## config.mk

```make
export PLATFORM = sky130hd
export DESIGN_NAME = spnlc_cell
export DESIGN_NICKNAME = d
export VERILOG_FILES = /design/src/rtl/spnlc_pkg.sv /design/src/rtl/spnlc_cell.sv
export SDC_FILE = /design/constraint.sdc
export NUM_CORES = 1
export LEC_CHECK = 0
export BUFFER_PORTS_ARGS = -buffer_cell sky130_fd_sc_hd__clkbuf_2
export CORE_MARGIN = 8
export CORE_UTILIZATION = 43
export DETAILED_ROUTE_END_ITERATION = 8
export PLACE_DENSITY = 0.81
export SYNTH_ARGS = -nofsm -noshare
export SYNTH_HDL_FRONTEND = slang
export SYNTH_SLANG_ARGS = --single-unit
```

## constraint.sdc

```tcl
create_clock -name clk -period 1.7 [get_ports clk]
set_input_delay 0.17 -clock clk [delete_from_list [all_inputs] [get_ports clk]]
set_output_delay 0.17 -clock clk [all_outputs]
set_load 0.1 [all_outputs]
```

## src/rtl/spnlc_pkg.sv

```systemverilog
package spnlc_pkg;

	localparam int COUNT_WIDTH = 16;
	localparam int NUM_KEYS    = 256;
	localparam int KEY_W       = 8;
	localparam int BIAS_W      = 16;
	localparam int NIB_KEYS    = 16;

	localparam logic [COUNT_WIDTH-1:0] CNT_MAX = '1;

	localparam logic [3:0] INV_SBOX [NIB_KEYS] = '{
		4'd14, 4'd3, 4'd4, 4'd8, 4'd1, 4'd12, 4'd10, 4'd15,
		4'd7, 4'd13, 4'd9, 4'd6, 4'd11, 4'd2, 4'd0, 4'd5
	};

	typedef struct packed {
		logic shift;
		logic inc;
	} cell_ctl_t;

	typedef struct packed {
		logic             step;
		logic             first;
		logic [KEY_W-1:0] idx;
	} scan_ctl_t;

	// parity of inverse s-box output bits 2 and 0
	function automatic logic par02(input logic [3:0] nib);
		logic [3:0] u;
		u = INV_SBOX[nib];
		return u[2] ^ u[0];
	endfunction

	function automatic logic [BIAS_W-1:0] sat_bias(input logic [COUNT_WIDTH-1:0] d);
		logic [BIAS_W-1:0] r;
		if (d > COUNT_WIDTH'({BIAS_W{1'b1}})) begin
			r = '1;
		end else begin
			r = BIAS_W'(d);
		end
		return r;
	endfunction

endpackage

```

## src/rtl/spnlc_cell.sv

```systemverilog
module spnlc_cell (
	input  logic                               clk,
	input  logic                               arst_n,
	input  spnlc_pkg::cell_ctl_t               ctl,
	input  logic                               hit,
	input  logic [spnlc_pkg::COUNT_WIDTH-1:0]  nbr,
	output logic [spnlc_pkg::COUNT_WIDTH-1:0]  cnt
);

	logic [spnlc_pkg::COUNT_WIDTH-1:0] cnt_q;

	always_ff @(posedge clk or negedge arst_n) begin
		if (!arst_n) begin
			cnt_q <= '0;
		end else if (ctl.shift) begin
			cnt_q <= nbr;
		end else if (ctl.inc && hit && (cnt_q != spnlc_pkg::CNT_MAX)) begin
			cnt_q <= cnt_q + 1'b1;
		end
	end

	assign cnt = cnt_q;

endmodule

```

### Word-level counts from Yosys, hierarchy flattened

Cells that the tools add are included.

* register bits after elaboration: 16

* add/sub/neg operators: 1
* eq/ne operators: 1
* mux-type cells: 2
* reduce and logical (&&, ||, !) cells: 3

Operators by type and width (number)
* 16-bit 2-to-1 mux: 2
* 16-bit by 1-bit adder with 16-bit output, second input constant: 1
* 16-bit != test, second input constant: 1
* 1-bit logical AND: 2
* 2-bit nonzero test: 1

### Logic depth before layout (Yosys ltp)

* word-level depth: 4
* depth in mapped cells: 6
* gate-level depth less buffers: 5

### Worst setup path before layout

OpenSTA, ideal clock, no wires.

* kind: flip-flop to flip-flop
* start: register cnt_q, in the netlist cnt[0]
* end: register cnt_q, in the netlist cnt[14]
* setup time: 0.082 ns
* data arrival time: 2.438 ns
* slack: -0.819 ns
* cell stages (with the launch flop): 7
* buffers on the path: 1
* clock period less this slack: 2.519 ns
* cell sequence: dfrtp_1 > ha_1 > nand2_1 > or3_1 > buf_2 > or4_1 > a31oi_1

* word-level cells in the longest chain between the ends: 3
* elaborated cells on any way between the ends: 6
* those cells by class: add/sub: 1; eq/ne: 1; mux: 2; reduce/logical: 2

Ends and longest elaborated chain
* start, declared: RTL line spnlc_cell.sv:10 `logic [spnlc_pkg::COUNT_WIDTH-1:0] cnt_q;`
* start signal, assigned: RTL line spnlc_cell.sv:16 `cnt_q <= nbr;`
* start signal, assigned: RTL line spnlc_cell.sv:18 `cnt_q <= cnt_q + 1'b1;`
* 16-bit by 1-bit adder with 16-bit output / 16-bit != test (equally long branches): RTL line spnlc_cell.sv:18, spnlc_cell.sv:17
* 16-bit 2-to-1 mux / 1-bit logical AND (equally long branches): RTL line spnlc_cell.sv:17 `end else if (ctl.inc && hit && (cnt_q != spnlc_pkg::CNT_MAX)) begin`
* 16-bit 2-to-1 mux / 2-bit nonzero test (equally long branches)

Parallel ways exist; a longest one is shown, timed or not. The select of a mux whose other input is x is not followed.
A chain may end at the register's enable or synchronous reset.

### Worst setup path after layout

* start: register cnt_q, in the netlist cnt[1]
* end: register cnt_q, in the netlist cnt[4]

Same word-level chain as after synthesis.

==> metrics list <==
- Power spread over the standard cell area amounts to around 800 nW/um^2.
- Run status: complete, but fails checks
- Count of pins over their slew limit: 0
- Via density per instance: 5.85
- CTS built an H-tree with a depth of 1.
- Sequential cells account for a little under two fifths of the total power.
- R2R Path Start: cnt[1]$_DFFE_PN0P_
- Summed over all layers, the routed wires come to 3390 microns.
- From synthesis to final layout, the design area changed by 55.2%.
* Combinational group share of total power: 45.2%
- Count of unresolved DRC violations after routing: 0
* Cell at the root of the clock tree: sky130_fd_sc_hd__clkbuf_4
- In this run the most critical hold path is launched from nbr[9].
* Fraction of layout cells with a size suffix above 1: 56.2%
- Longest individual stage delay on the worst path: around 0.50 ns
- For the pin with the worst max-slew slack, the measured transition is 0.554 ns.
* Minimum clock period: 1.73 ns
- Fmax: around 580 MHz
- The signal on the critical path passes through ha_4 > nand4_1 > nor4_2 > buf_4 > or4_4 > a31oi_1.
- The synthesized netlist devotes 20.2% of its cell area to compound gates.
- For the final database, setup skew stands at between 0.002 and 0.0025 ns.
- The top cell types in the final layout, fill and taps aside, are sky130_fd_sc_hd__clkbuf_2, sky130_fd_sc_hd__buf_4, sky130_fd_sc_hd__nand2_1.
* Total of buffers placed on input and output ports: 36
- The floorplan step defined a core boundary enclosing 2230 sq um.
- The number of antenna violations at the first check in global routing came to 0.
- Syn_nets: 141
- Depth of the worst register-to-register path: 6
- The checks that failed: negative setup slack.
- IR analysis of the VDD net gives a maximum drop of 0.000639 V.
* Floorplan die area: 4170 sq um
- Largest family of logic cells by synthesized area: simple AND/OR/NAND/NOR gates
- The hold violation count in the final report is 0.
- Starting density of the core: 45.5%
- Along the worst path, the maximum fanout reaches 14.
- Worst min path class: input pin to register
- The largest individual stage delay along the critical path comes from the cell sky130_fd_sc_hd__dfrtp_4.
* Worst Setup End Kind: register
- The count of nets left with antenna violations once routing finished came out at 0.
- Worst flop-to-flop path endpoint: cnt[4]$_DFFE_PN0P_
- Global routing finished with a remaining overflow of 0.
- In the final timing run, aggregate negative setup slack is -0.0298 ns.
- Xor and xnor fraction of the mapped netlist area: 0%
- CTS Sinks: 16
* Unique masters post-synth: 31
- Worst hold endpoint: cnt[9]$_DFFE_PN0P_
* Unrepaired setup endpoints after global routing: yes
* Final GP Congestion: 0.792
- Summed over all cells, the static leakage comes to 0.648 nW.
* Part of the Yosys area used for sequential elements: 39.4%
* Portion of the clock cycle consumed by the worst path in the final layout: 102%
- First-pass iteration count of the detailed router: 4
* Clock power share: 16.7%
- Across all setup checks in the final design, the least slack found is -0.0298 ns.
- Most common library cell in the layout ignoring fill and taps: sky130_fd_sc_hd__clkbuf_2
- In the synthesized netlist, the number of instances is 119.
- Max FFs per register: 16
* Global-route wire length before repair: ~5200 microns
- Warnings from Yosys: 0
* Clock latency reported for the late side of the worst-skew pair: slightly below 0.3 ns
- Standard-cell row count: 17
* Switch share: 47.0%
- Global-route usage over all layers: between 10% and 20%
* Final setup violation count: 1
- Placed cell areas: 1450 sq um
- Flops & latches, synth: 16
- Number of global-route vias before repair: 1195
- Number of vias after detailed routing: 1206
- CP required: 1.92 ns
- Clock-pin slew reported for the worst setup and hold paths after clock tree synthesis: 0.10 ns
- TritonCTS built the clock tree.
- The clock passes through at most 2 buffers.
- The internal portion of the total power is 0.000669 W.
- Maximum number of pins on one net before global-route repair: 17
- The detailed router finished its first iteration with 50 violations.
* Die height: between 60 and 70 microns
- Nets: 202
* Half-perimeter wire length of the detailed placement result: 2440 microns
* Die width: 64.6 microns
* Net switching power: 0.000594 W
* Inserted Clock Buffers: 3
* Worst R2R Setup Slack: -0.03 ns
- The synthesized netlist devotes under 10% of its cell area to adder and majority cells.
- Total non-filler cell area in the finished layout: around 1600 sq um
- Critical path startpoint category: register
* Wire length per cell: 16.5 microns
* Number of I/O pins: 37
- Post-synthesis area per instance: ~8.5 sq um
- Type of the setup path with the least slack: register to register
- Relative slew slack: between 60% and 70%
- Summing the areas of all and, or, nand and nor instances in the mapped netlist gives 34.6% of the synthesized area.
- Total inserted antenna cells: 0
- STA puts the critical path data arrival time at 1.95 ns.
* Max-capacitance violation count: 0
- Hold path cells: 3
- Synth Cell Area: 1020 sq um
* Fraction of synthesized area in multiplexers: 0%
[synth_stat cells]
master                           n  share of area [%]
sky130_fd_sc_hd__nand2_1        17                6.3
sky130_fd_sc_hd__dfrtp_1        16                 39
sky130_fd_sc_hd__nor2_1         11                4.1
sky130_fd_sc_hd__a31oi_1         8                4.9
sky130_fd_sc_hd__o31ai_1         8                5.9
sky130_fd_sc_hd__or4_1           8                5.9
sky130_fd_sc_hd__or3_1           7                4.3
sky130_fd_sc_hd__nand3_1         5                2.5
sky130_fd_sc_hd__nand4_1         4                2.5
sky130_fd_sc_hd__nor4_1          4                2.5
sky130_fd_sc_hd__inv_1           3                1.1
sky130_fd_sc_hd__o211ai_1        3                2.2
sky130_fd_sc_hd__o21ai_0         3                1.5
sky130_fd_sc_hd__a21oi_1         2               0.99
sky130_fd_sc_hd__buf_2           2               0.99
sky130_fd_sc_hd__clkbuf_1        2               0.74
sky130_fd_sc_hd__dlygate4sd1_1   2                1.7
sky130_fd_sc_hd__a41oi_1         1               0.86
sky130_fd_sc_hd__and2_1          1               0.62
sky130_fd_sc_hd__and3_2          1               0.74
sky130_fd_sc_hd__ha_1            1                1.2
sky130_fd_sc_hd__nand4_4         1                2.1
sky130_fd_sc_hd__nor3_1          1               0.49
sky130_fd_sc_hd__nor4_2          1                1.2
sky130_fd_sc_hd__o21a_1          1               0.74
sky130_fd_sc_hd__o21ai_1         1               0.49
sky130_fd_sc_hd__o22a_1          1               0.86
sky130_fd_sc_hd__o311ai_0        1               0.86
sky130_fd_sc_hd__o41ai_1         1               0.86
sky130_fd_sc_hd__or2_2           1               0.62
sky130_fd_sc_hd__or4_2           1               0.86
[critical path: cells and delay by family, from the launching register on]
family / cells / cell delay [ns]
adders and majority gates: 1 / 0.18
AOI/OAI and AO/OA: 1 / 0.14
DFF: 1 / 0.50
buffers and inverters: 1 / 0.18
and+or+nand+nor: 3 / 0.65
[timing repair]
action                                  in CTS  in global routing
endpoints found under the setup margin       6                 12
gates resized for setup                      5                 11
pin swaps                                    3                  7
hold buffers                                 1                  0
hold endpoints to repair                    16                  0
buffers inserted                             2                  0
[how the worst max path moves through the flow]
stage                          to  depth (start not counted)               start  slack (ns)
2_1_floorplan  cnt[8]$_DFFE_PN0P_                          6  cnt[1]$_DFFE_PN0P_       -0.27
3_3_place_gp   cnt[3]$_DFFE_PN0P_                          5  cnt[9]$_DFFE_PN0P_      -0.008
3_5_place_dp   cnt[3]$_DFFE_PN0P_                          6  cnt[1]$_DFFE_PN0P_       -0.07
4_1_cts        cnt[4]$_DFFE_PN0P_                          6  cnt[1]$_DFFE_PN0P_       -0.03
5_1_grt        cnt[4]$_DFFE_PN0P_                          6  cnt[1]$_DFFE_PN0P_       -0.07
6_report       cnt[4]$_DFFE_PN0P_                          6  cnt[1]$_DFFE_PN0P_       -0.03
[final cells by class]
type / instances / area (sq um)
multi-input cells: 94 / 674
fillers: 187 / 657
flip-flops and latches: 16 / 455
repair buffers: 62 / 378
well taps: 28 / 35.0
clock buffers: 3 / 22.5
inverters: 3 / 11.3
[stage by stage]
stage	instances	utilization (%)	hold slack, ns	worst slack [ns]	power (W)
after floorplan	119	-	-0.126	-0.266	0.000865
after global placement	200	64.8	0.116	-0.00754	0.00101
after detailed placement	200	64.8	0.128	-0.0694	0.00102
after CTS	206	68.2	0.0942	-0.0254	0.00124
after global routing	206	70.6	0.0913	-0.0662	0.00131
final	206	70.6	0.0874	-0.0298	0.00126
[routing by layer]
| metal | wire length, microns | track usage [%] | vias to the layer above | share of wire (%) |
|---|---|---|---|---|
| li1 | - | - | 578 | - |
| met1 | 1380 | 16.9 | 583 | 41 |
| met2 | 1740 | 27.3 | 32 | 51 |
| met3 | 159 | 3.78 | 13 | 4.7 |
| met4 | 109 | 6.81 | 0 | 3.2 |
| met5 | 0 | 0 | - | 0 |
[power by group through the flow]
stage                     clock network, W  logic, W  registers (W)
after floorplan                          0  0.000101       0.000764
after global placement                   0  0.000528       0.000483
after detailed placement                 0  0.000540       0.000485
after CTS                         0.000211  0.000556       0.000476
after global routing              0.000226  0.000600       0.000486
final                             0.000212  0.000571       0.000481
[cells by family (layout without fill, tap and decap cells)]
family | Yosys count | after routing
compound gates | 30 | 30
fa+ha+maj | 1 | 1
buf+inv | 9 | 68
flops | 16 | 16
simple gates | 63 | 63
Note: power is estimated with default switching activity, not from simulation.
