===== src/rtl/spnlc_pkg.sv =====
package spnlc_pkg;

	localparam int COUNT_WIDTH = 16;
	localparam int NUM_KEYS    = 256;
	localparam int KEY_W       = 8;
	localparam int BIAS_W      = 16;
	localparam int NIB_KEYS    = 16;

	localparam logic [COUNT_WIDTH-1:0] CNT_MAX = '1;

	localparam logic [3:0] INV_SBOX [NIB_KEYS] = '{
		4'd14, 4'd3, 4'd4, 4'd8, 4'd1, 4'd12, 4'd10, 4'd15,
		4'd7, 4'd13, 4'd9, 4'd6, 4'd11, 4'd2, 4'd0, 4'd5
	};

	typedef struct packed {
		logic shift;
		logic inc;
	} cell_ctl_t;

	typedef struct packed {
		logic             step;
		logic             first;
		logic [KEY_W-1:0] idx;
	} scan_ctl_t;

	// parity of inverse s-box output bits 2 and 0
	function automatic logic par02(input logic [3:0] nib);
		logic [3:0] u;
		u = INV_SBOX[nib];
		return u[2] ^ u[0];
	endfunction

	function automatic logic [BIAS_W-1:0] sat_bias(input logic [COUNT_WIDTH-1:0] d);
		logic [BIAS_W-1:0] r;
		if (d > COUNT_WIDTH'({BIAS_W{1'b1}})) begin
			r = '1;
		end else begin
			r = BIAS_W'(d);
		end
		return r;
	endfunction

endpackage


===== src/rtl/spnlc_scan.sv =====
module spnlc_scan (
	input  logic                               clk,
	input  spnlc_pkg::scan_ctl_t               ctl,
	input  logic [spnlc_pkg::COUNT_WIDTH-1:0]  cnt,
	input  logic [spnlc_pkg::COUNT_WIDTH-1:0]  half,
	output logic [spnlc_pkg::KEY_W-1:0]        key,
	output logic [spnlc_pkg::BIAS_W-1:0]       bias
);

	logic [spnlc_pkg::COUNT_WIDTH-1:0] d;
	logic [spnlc_pkg::COUNT_WIDTH-1:0] best_q;
	logic [spnlc_pkg::KEY_W-1:0]       key_q;

	assign d = (cnt >= half) ? (cnt - half) : (half - cnt);

	// strict greater keeps the first key on ties
	always_ff @(posedge clk) begin
		if (ctl.step && (ctl.first || (d > best_q))) begin
			best_q <= d;
			key_q  <= ctl.idx;
		end
	end

	assign key  = key_q;
	assign bias = spnlc_pkg::sat_bias(best_q);

endmodule


===== config.mk =====
export PLATFORM = sky130hd
export DESIGN_NAME = spnlc_scan
export DESIGN_NICKNAME = d
export VERILOG_FILES = /design/src/rtl/spnlc_pkg.sv /design/src/rtl/spnlc_scan.sv
export SDC_FILE = /design/constraint.sdc
export NUM_CORES = 1
export LEC_CHECK = 0
export BUFFER_PORTS_ARGS = -buffer_cell sky130_fd_sc_hd__buf_2
export CORE_MARGIN = 4
export CORE_UTILIZATION = 51
export DETAILED_ROUTE_END_ITERATION = 16
export PLACE_DENSITY = 0.77
export SLEW_MARGIN = 20
export SYNTH_ARGS = -nofsm -noshare
export SYNTH_HDL_FRONTEND = slang
export SYNTH_SLANG_ARGS = --single-unit

===== constraint.sdc =====
create_clock -name clk -period 7.15 [get_ports clk]
set_clock_uncertainty 0.15 [all_clocks]
set_input_delay 2.145 -clock clk [delete_from_list [all_inputs] [get_ports clk]]
set_output_delay 2.145 -clock clk [all_outputs]
set_load 0.1 [all_outputs]

# Word level (Yosys, flattened, before mapping)

Index checks and enable logic that the tools add are counted.

Flip-flop bits (word level): 24
Input bits: 43
Output and inout port bits: 24
Logic and storage cells: 11

Add/subtract/negate cells: 2
Magnitude comparators: 3
Mux-type cells: 2
Reduce and logical (&&, ||, !) cells: 2

Operators with widths:

| operator                                               | number |
|---|---|
| 16-bit two-way mux                                     | 2 |
| 16-bit subtractor                                      | 2 |
| 16-bit >= comparator                                   | 1 |
| 16-bit greater-than comparator                         | 1 |
| 16-bit greater-than comparator (second input constant) | 1 |
| 1-bit logical AND                                      | 1 |
| 1-bit logical OR                                       | 1 |

# Longest topological paths before layout

Gate-level depths: netlist of run 1.

Depth after elaboration: 5
Gate-level depth with buffers: 18

# Worst setup path after synthesis of run 1

Ideal clock, no wire load.

Kind: input to register
Start point: input port cnt[0] in the netlist's numbering
End point: register best_q[0] in the netlist's numbering, enable pin
Arrival: 5.358 ns
Data required time: 6.617 ns
Slack: 1.259 ns
Stages: 16
Path buffers: 0
Cell sequence: inv_1 ha_1 inv_1 fa_1 nand3_1 a31oi_1 o21a_1 o22ai_4 mux2_2 xnor2_1 ha_1 nand4_1 nor3_1 o21ai_0 o211ai_1 and3_1

Longest elaborated chain between the ends: 5
Elaborated cells between the ends (all ways): 7
Classes of those cells: 2 x add/sub; 2 x order compare; 1 x mux; 2 x reduce/logical

Ends and longest elaborated chain:

| what                                                             | RTL line         | RTL |
|---|---|---|
| start, declared                                                  | spnlc_scan.sv:4  | `input logic [spnlc_pkg::COUNT_WIDTH-1:0] cnt,` |
| 16-bit subtractor / 16-bit >= comparator (equally long branches) | spnlc_scan.sv:14 | `assign d = (cnt >= half) ? (cnt - half) : (half - cnt);` |
| 16-bit two-way mux *                                             | spnlc_scan.sv:14 |  |
| via d, one bit                                                   | spnlc_scan.sv:10 | `logic [spnlc_pkg::COUNT_WIDTH-1:0] d;` |
| 16-bit greater-than comparator *                                 | spnlc_scan.sv:18 | `if (ctl.step && (ctl.first \|\| (d > best_q))) begin` |
| 1-bit logical OR *                                               | spnlc_scan.sv:18 |  |
| 1-bit logical AND *                                              | spnlc_scan.sv:18 |  |
| end signal, assigned                                             | spnlc_scan.sv:19 | `best_q <= d;` |
| end, declared                                                    | spnlc_scan.sv:11 | `logic [spnlc_pkg::COUNT_WIDTH-1:0] best_q;` |

Mark *: on every way through the listed nets, which the timed path passes. The rest lies on a longest branch.
A chain may end at the register's enable or synchronous reset.

# Worst setup path after layout of run 1

Start point: input port cnt[0] in the netlist's numbering
End point: register best_q[15] in the netlist's numbering, enable pin

The elaborated chain is that of the path after synthesis.

==> results.tsv, run 1 <==
metric	value	unit
outcome	complete, no violations	
place_ws	0.6384	ns
die_w	80.81	µm
drive_gt1_frac	0.2303	
cts_buffer_depth	2	
numClockSinks	24	
power_density	253.3	nW/µm²
hold_buffers	0	
ys.flop_type	edfxtp_1	
synth_top_area_share	0.2665	
worstMarginPinSlew	0.6277	ns
antenna_found_initial	0	
wl_met1	2564	µm
synth-seq-cells	24	
top_layer_used	met4	
clock_latency	0.27	ns
layout_commonest_cell	buf_2	
hold_class	flip-flop to flip-flop	
synth_cells	296	
die_h	80.81	µm
path_max_fanout	15	
cp_slowest_cell	o22ai_4	
yosys-top-cells-area	edfxtp_1, ha_1, inv_1	
drcViolationCount	0	
clock.fmax	161.0	MHz
cp_top_family	compound AO/OA/AOI/OAI gates	
period_share	0.8685	
tns	0	ns
die_area	6530	µm²
grt_pass1_wl	9177	µm
wirelength	5487	µm
rsz0062_at_grt	no	
dr.pass1.iters	4	
vdd.ir_drop.worst	0.1445	mV
holdWs	1.120	ns
critPathArrivalTime	6.03	ns
wl_met2	2516	µm
synth_top_area_cell	edfxtp_1	
clk_pin_slew	0.08	ns
drt_iter0_markers	95	
layout.nets	449	
finish.utilization	0.6088	
via_per_inst	5.263	
ioPinCount	67	
track_usage	0.1733	
gp_congestion	0.9387	
synth_edf_count	24	
wl_met3	371	µm
htreeDepth	1	
final_cell_mix	buf_2, inv_1, ha_1	
max_stage_delay	0.50	ns
crit_type	input port to flip-flop	
wl_per_cell	12.88	µm
io_buffer_count	66	
cts_resized	0	
syn_area	2704	µm²
async_flop_share	0	
power_leakage	1.624	nW
fill_cells	470	
cp-end-kind	flip-flop	
cp_num_buf_inv	4	
coreArea	5107	µm²
diodes	0	
grt_max_degree	16	
antenna_left	0	
clockRootBuffer	clkbuf_8	
syn2layout_area_growth	14.99	%
syn_nets	388	
max_cap_viol_count	0	
multi_input_area	1693	µm²
hpwlAfterDp	4795	µm
slew_viol_final	0	
syn_avg_cell_area	9.135	µm²
ys.warnings.count	0	
path_cells	buf_2 > inv_1 > ha_1 > inv_1 > fa_1 > nand3_1 > a31oi_1 > o21a_1 > o22ai_4 > mux2_2 > xnor2_1 > ha_1 > nand4_1 > nor3_1 > o21ai_0 > o211ai_1 > and3_1 > buf_4	
setup_violations	0	
power	0.0007876	W
cts_buffers	3	
final-seq-area	720.7	µm²
fp-row-count	26	
cts_tree	done	
max_slew_margin	0.5815	
finalCriticalPeriod	6.210	ns
start_util	0.5294	
yosys.cell_types.count	45	
num_vias	2242	
worst_slack	0.9405	ns
cp-start-kind	input port	
yosysSeqAreaShare	0.2665	
worstPathRequired	6.97	ns
grt_overflow_total	0	
post_cts_buffers	0	
grt_pass1_vias	2179	
hold_violations	0	
==> area by class of cell <==
| type | count | area share |
|---|---|---|
| flip-flops and latches | 24 | 0.2318 |
| inverters | 51 | 0.06157 |
| multi-input cells | 209 | 0.5445 |
| clock buffers | 3 | 0.01328 |
| clock inverters | 1 | 0.009658 |
| well taps | 70 | 0.02817 |
| repair buffers | 68 | 0.1111 |
==> flip-flops by register name, summed over array words and instances, names as in the netlist <==
| register | count |
|---|---|
| best_q | 16 |
| key | 8 |
==> kinds of logic (layout without fill, tap and decap cells) <==
family / after synthesis / in the layout / share of synthesized area
compound gates: 83 / 83 / 0.2055
fa+ha+maj: 49 / 49 / 0.2323
simple gates: 49 / 49 / 0.09024
flops: 24 / 24 / 0.2665
buf+inv: 63 / 123 / 0.1074
mux: 14 / 14 / 0.05275
xor+xnor: 14 / 14 / 0.04535
==> cells in the mapped netlist (6+ instances only) <==
master    instances
edfxtp_1         24
o21a_1            6
o21ai_0          12
mux2i_1          12
nand4_1           9
ha_1             47
nand2_1          13
inv_1            51
a21o_1           12
a21oi_1          28
nor2_1           12
xnor2_1           9
==> through the flow <==
step,cell area (µm²),cells
floorplan,2704,296
global placement,3038,422
detailed placement,3038,422
CTS,3109,426
global route,3109,426
finish,3109,426
==> power breakdown <==
| group | switching (W) | internal (W) |
|---|---|---|
| clock network | 0.0000420 | 0.0000749 |
| logic | 0.000335 | 0.000133 |
| registers | 0.00000985 | 0.000193 |
| total | 0.000387 | 0.000401 |
==> worst reg2reg max path: cells and delay by family (launching register included) <==
kind            cells  cell delay [ns]
simple gates        3             0.84
fa+ha+maj           1             0.29
buf+inv             2             0.36
flops               1             0.34
compound gates      2             0.22
==> worst paths after layout <==
kind | from | slack [ns] | cells after the start | end
hold reg to reg | best_q[0] | 1.12 | 5 | key[4]
setup / recovery | cnt[0] | 0.94 | 18 | best_q[15]
setup reg to reg | best_q[15] | 4.64 | 8 | best_q[15]
hold / removal | best_q[0] | 1.12 | 5 | key[4]
==> per-layer routing <==
layer	vias to the layer above	track usage
li1	1161	-
met1	1010	0.2341
met2	68	0.2997
met3	3	0.01885
met4	0	0.03547
met5	-	0
Note: power is estimated with default switching activity, not from simulation.
==> inputs of run 2 (changes only) <==
Settings changed: CORE_UTILIZATION 51 to 55, MAX_ROUTING_LAYER from default to met4, PLACE_DENSITY 0.77 to 0.82.
==> run 2 against run 1 <==
Effect of this change:
- sequential share of layout area about the same
- total power increased by 0.67%
- via count increased by 2.1%
- largest cell class unchanged
- largest power group unchanged
- hold slack improved by 0.024 ns
==> results.tsv, run 2 (same netlist as run 1, synthesis figures left out) <==
metric	value	unit	change
outcome	complete, no violations		unchanged
design_area	3105	µm²	was 3109 µm²
grt_max_degree	16		unchanged
cts_buffer_depth	2		unchanged
cts_buffers	3		unchanged
cp_top_family	compound AO/OA/AOI/OAI gates		unchanged
layout_commonest_cell	buf_2		unchanged
io_buffer_count	66		unchanged
antenna_found_initial	0		unchanged
power_density	255.3	nW/µm²	was 253.3 nW/µm²
drt_iter0_markers	98		was 95
holdWs	1.143	ns	was 1.120 ns
slew_viol_final	0		unchanged
hpwlAfterDp	4982	µm	was 4795 µm
multi_input_area	1693	µm²	unchanged
placed_area	3034	µm²	was 3038 µm²
die_w	78.12	µm	was 80.81 µm
p_sw	0.0003915	W	was 0.0003867 W
cp-end-kind	flip-flop		unchanged
top_usage_layer	met2		unchanged
max_slew_margin	0.5670		was 0.5815
track_usage	0.1973		was 0.1733
sequentialPowerShare	0.258		about the same
hold_buffers	0		unchanged
via_per_inst	5.411		was 5.263
dp_cells	419		was 422
finish.utilization	0.6532		was 0.6088
max_cap_viol_count	0		unchanged
hold_depth	5		unchanged
cp_slowest_cell	o22ai_4		unchanged
antenna_left	0		unchanged
hold_class	flip-flop to flip-flop		unchanged
dr.pass1.iters	4		unchanged
gp_congestion	0.9907		was 0.9387
cts_resized	0		unchanged
setup_violations	0		unchanged
gr-usage-met3	0.01606		was 0.01885
wirelength	5956	µm	was 5487 µm
crit_type	input port to flip-flop		unchanged
swShare	0.4937		was 0.4910
tns	0	ns	unchanged
worstPathRequired	6.96	ns	was 6.97 ns
max_stage_delay	0.51	ns	was 0.50 ns
drcViolationCount	0		unchanged
clock.fmax	155.3	MHz	was 161.0 MHz
clock_latency	0.26	ns	was 0.27 ns
clockRootBuffer	clkbuf_8		unchanged
diodes	0		unchanged
power_leakage	1.624	nW	unchanged
worstMarginPinSlew	0.6494	ns	was 0.6277 ns
finalCriticalPeriod	6.440	ns	was 6.210 ns
htreeDepth	1		unchanged
hold_violations	0		unchanged
fill_cells	428		was 470
use_met2	0.3562		was 0.2997
start_util	0.5687		was 0.5294
coreArea	4755	µm²	was 5107 µm²
num_vias	2289		was 2242
syn2layout_area_growth	14.85	%	was 14.99%
cp-start-kind	input port		unchanged
stdcell_count	423		was 426
post_cts_buffers	0		unchanged
wl_per_cell	14.08	µm	was 12.88 µm
period_share	0.9006		was 0.8685
path_max_fanout	15		unchanged
final-seq-area	720.7	µm²	unchanged
path_cells	buf_2 > inv_1 > ha_1 > inv_1 > fa_1 > nand3_1 > a31oi_1 > o21a_1 > o22ai_4 > mux2_2 > xnor2_1 > ha_1 > nand4_1 > nor3_1 > o21ai_0 > o211ai_1 > and3_1 > buf_4		unchanged
final_cell_mix	buf_2, inv_1, ha_1		unchanged
vdd.ir_drop.worst	0.1308	mV	was 0.1445 mV
power_frac_comb	0.596		was 0.594
critPathArrivalTime	6.25	ns	was 6.03 ns
grt_pass1_vias	2226		was 2179
largest_reg_flops	16		unchanged
rsz0062_at_grt	no		unchanged
grt_overflow_total	0		unchanged
cp_num_cells	18		unchanged
die_h	78.12	µm	was 80.81 µm
regMostFlops	best_q		unchanged
r2r_cells	8		unchanged
die_area	6102	µm²	was 6530 µm²
drive_gt1_frac	0.2303		unchanged
p_int	0.0004014	W	was 0.0004008 W
fp-row-count	25		was 26
grt_use_met1	0.2419		was 0.2341
cp_num_buf_inv	4		unchanged
pwr-share-clk	0.146		was 0.148
clk_pin_slew	0.08	ns	about the same
cts_tree	done		unchanged
ioPinCount	67		unchanged
grt_pass1_wl	9735	µm	was 9177 µm
layout.nets	449		unchanged
numClockSinks	24		unchanged
-- run 2: cell counts in the layout (fill, tap and decap cells not counted) --
No cell type changed its count.
-- run 2: final timing paths --
| check | from | slack (ns) | endpoint |
|---|---|---|---|
| worst max register to register | best_q[9] | 4.47 | best_q[8] |
| worst min-delay path | best_q[0] | 1.14 | key[3] |
| worst max-delay path | cnt[0] | 0.71 | best_q[8] |
| worst min register to register | best_q[0] | 1.14 | key[3] |
-- run 2: per-stage QoR --
step                total power [W]  setup slack [ns]
CTS                       0.0007957            0.7311
floorplan                 0.0005957             1.259
global route              0.0008364            0.3501
detailed placement        0.0006779            0.5881
finish                    0.0007929            0.7105
global placement          0.0006670            0.7467
-- run 2: worst reg2reg max path: cells and delay by family, from the launching register on --
kind / cells / cell delay, ns
AOI/OAI and AO/OA: 2 / 0.26
adders and majority gates: 1 / 0.30
buffers and inverters: 2 / 0.38
DFF: 1 / 0.37
and+or+nand+nor: 3 / 0.92
-- run 2: area by class of cell --
type / instances / area share
multi-input combinational: 209 / 0.5451
sequential: 24 / 0.2321
timing repair buffer: 68 / 0.1112
inverter: 51 / 0.06164
tap: 67 / 0.02699
clock buffer: 3 / 0.01330
clock inverter: 1 / 0.009670
-- run 2: routing by layer --
metal / vias to the layer above / wire length (µm)
li1: 1157 / -
met1: 1054 / 2682
met2: 70 / 2940
met3: 8 / 283
met4: 0 / 48
met5: - / 0
-- run 2: power by group through the flow --
stage               logic [W]  clock network (W)  registers (W)
finish               0.000473           0.000116       0.000204
CTS                  0.000475           0.000116       0.000205
global placement     0.000461                  0       0.000206
floorplan            0.000210                  0       0.000386
global route         0.000507           0.000121       0.000208
detailed placement   0.000470                  0       0.000208
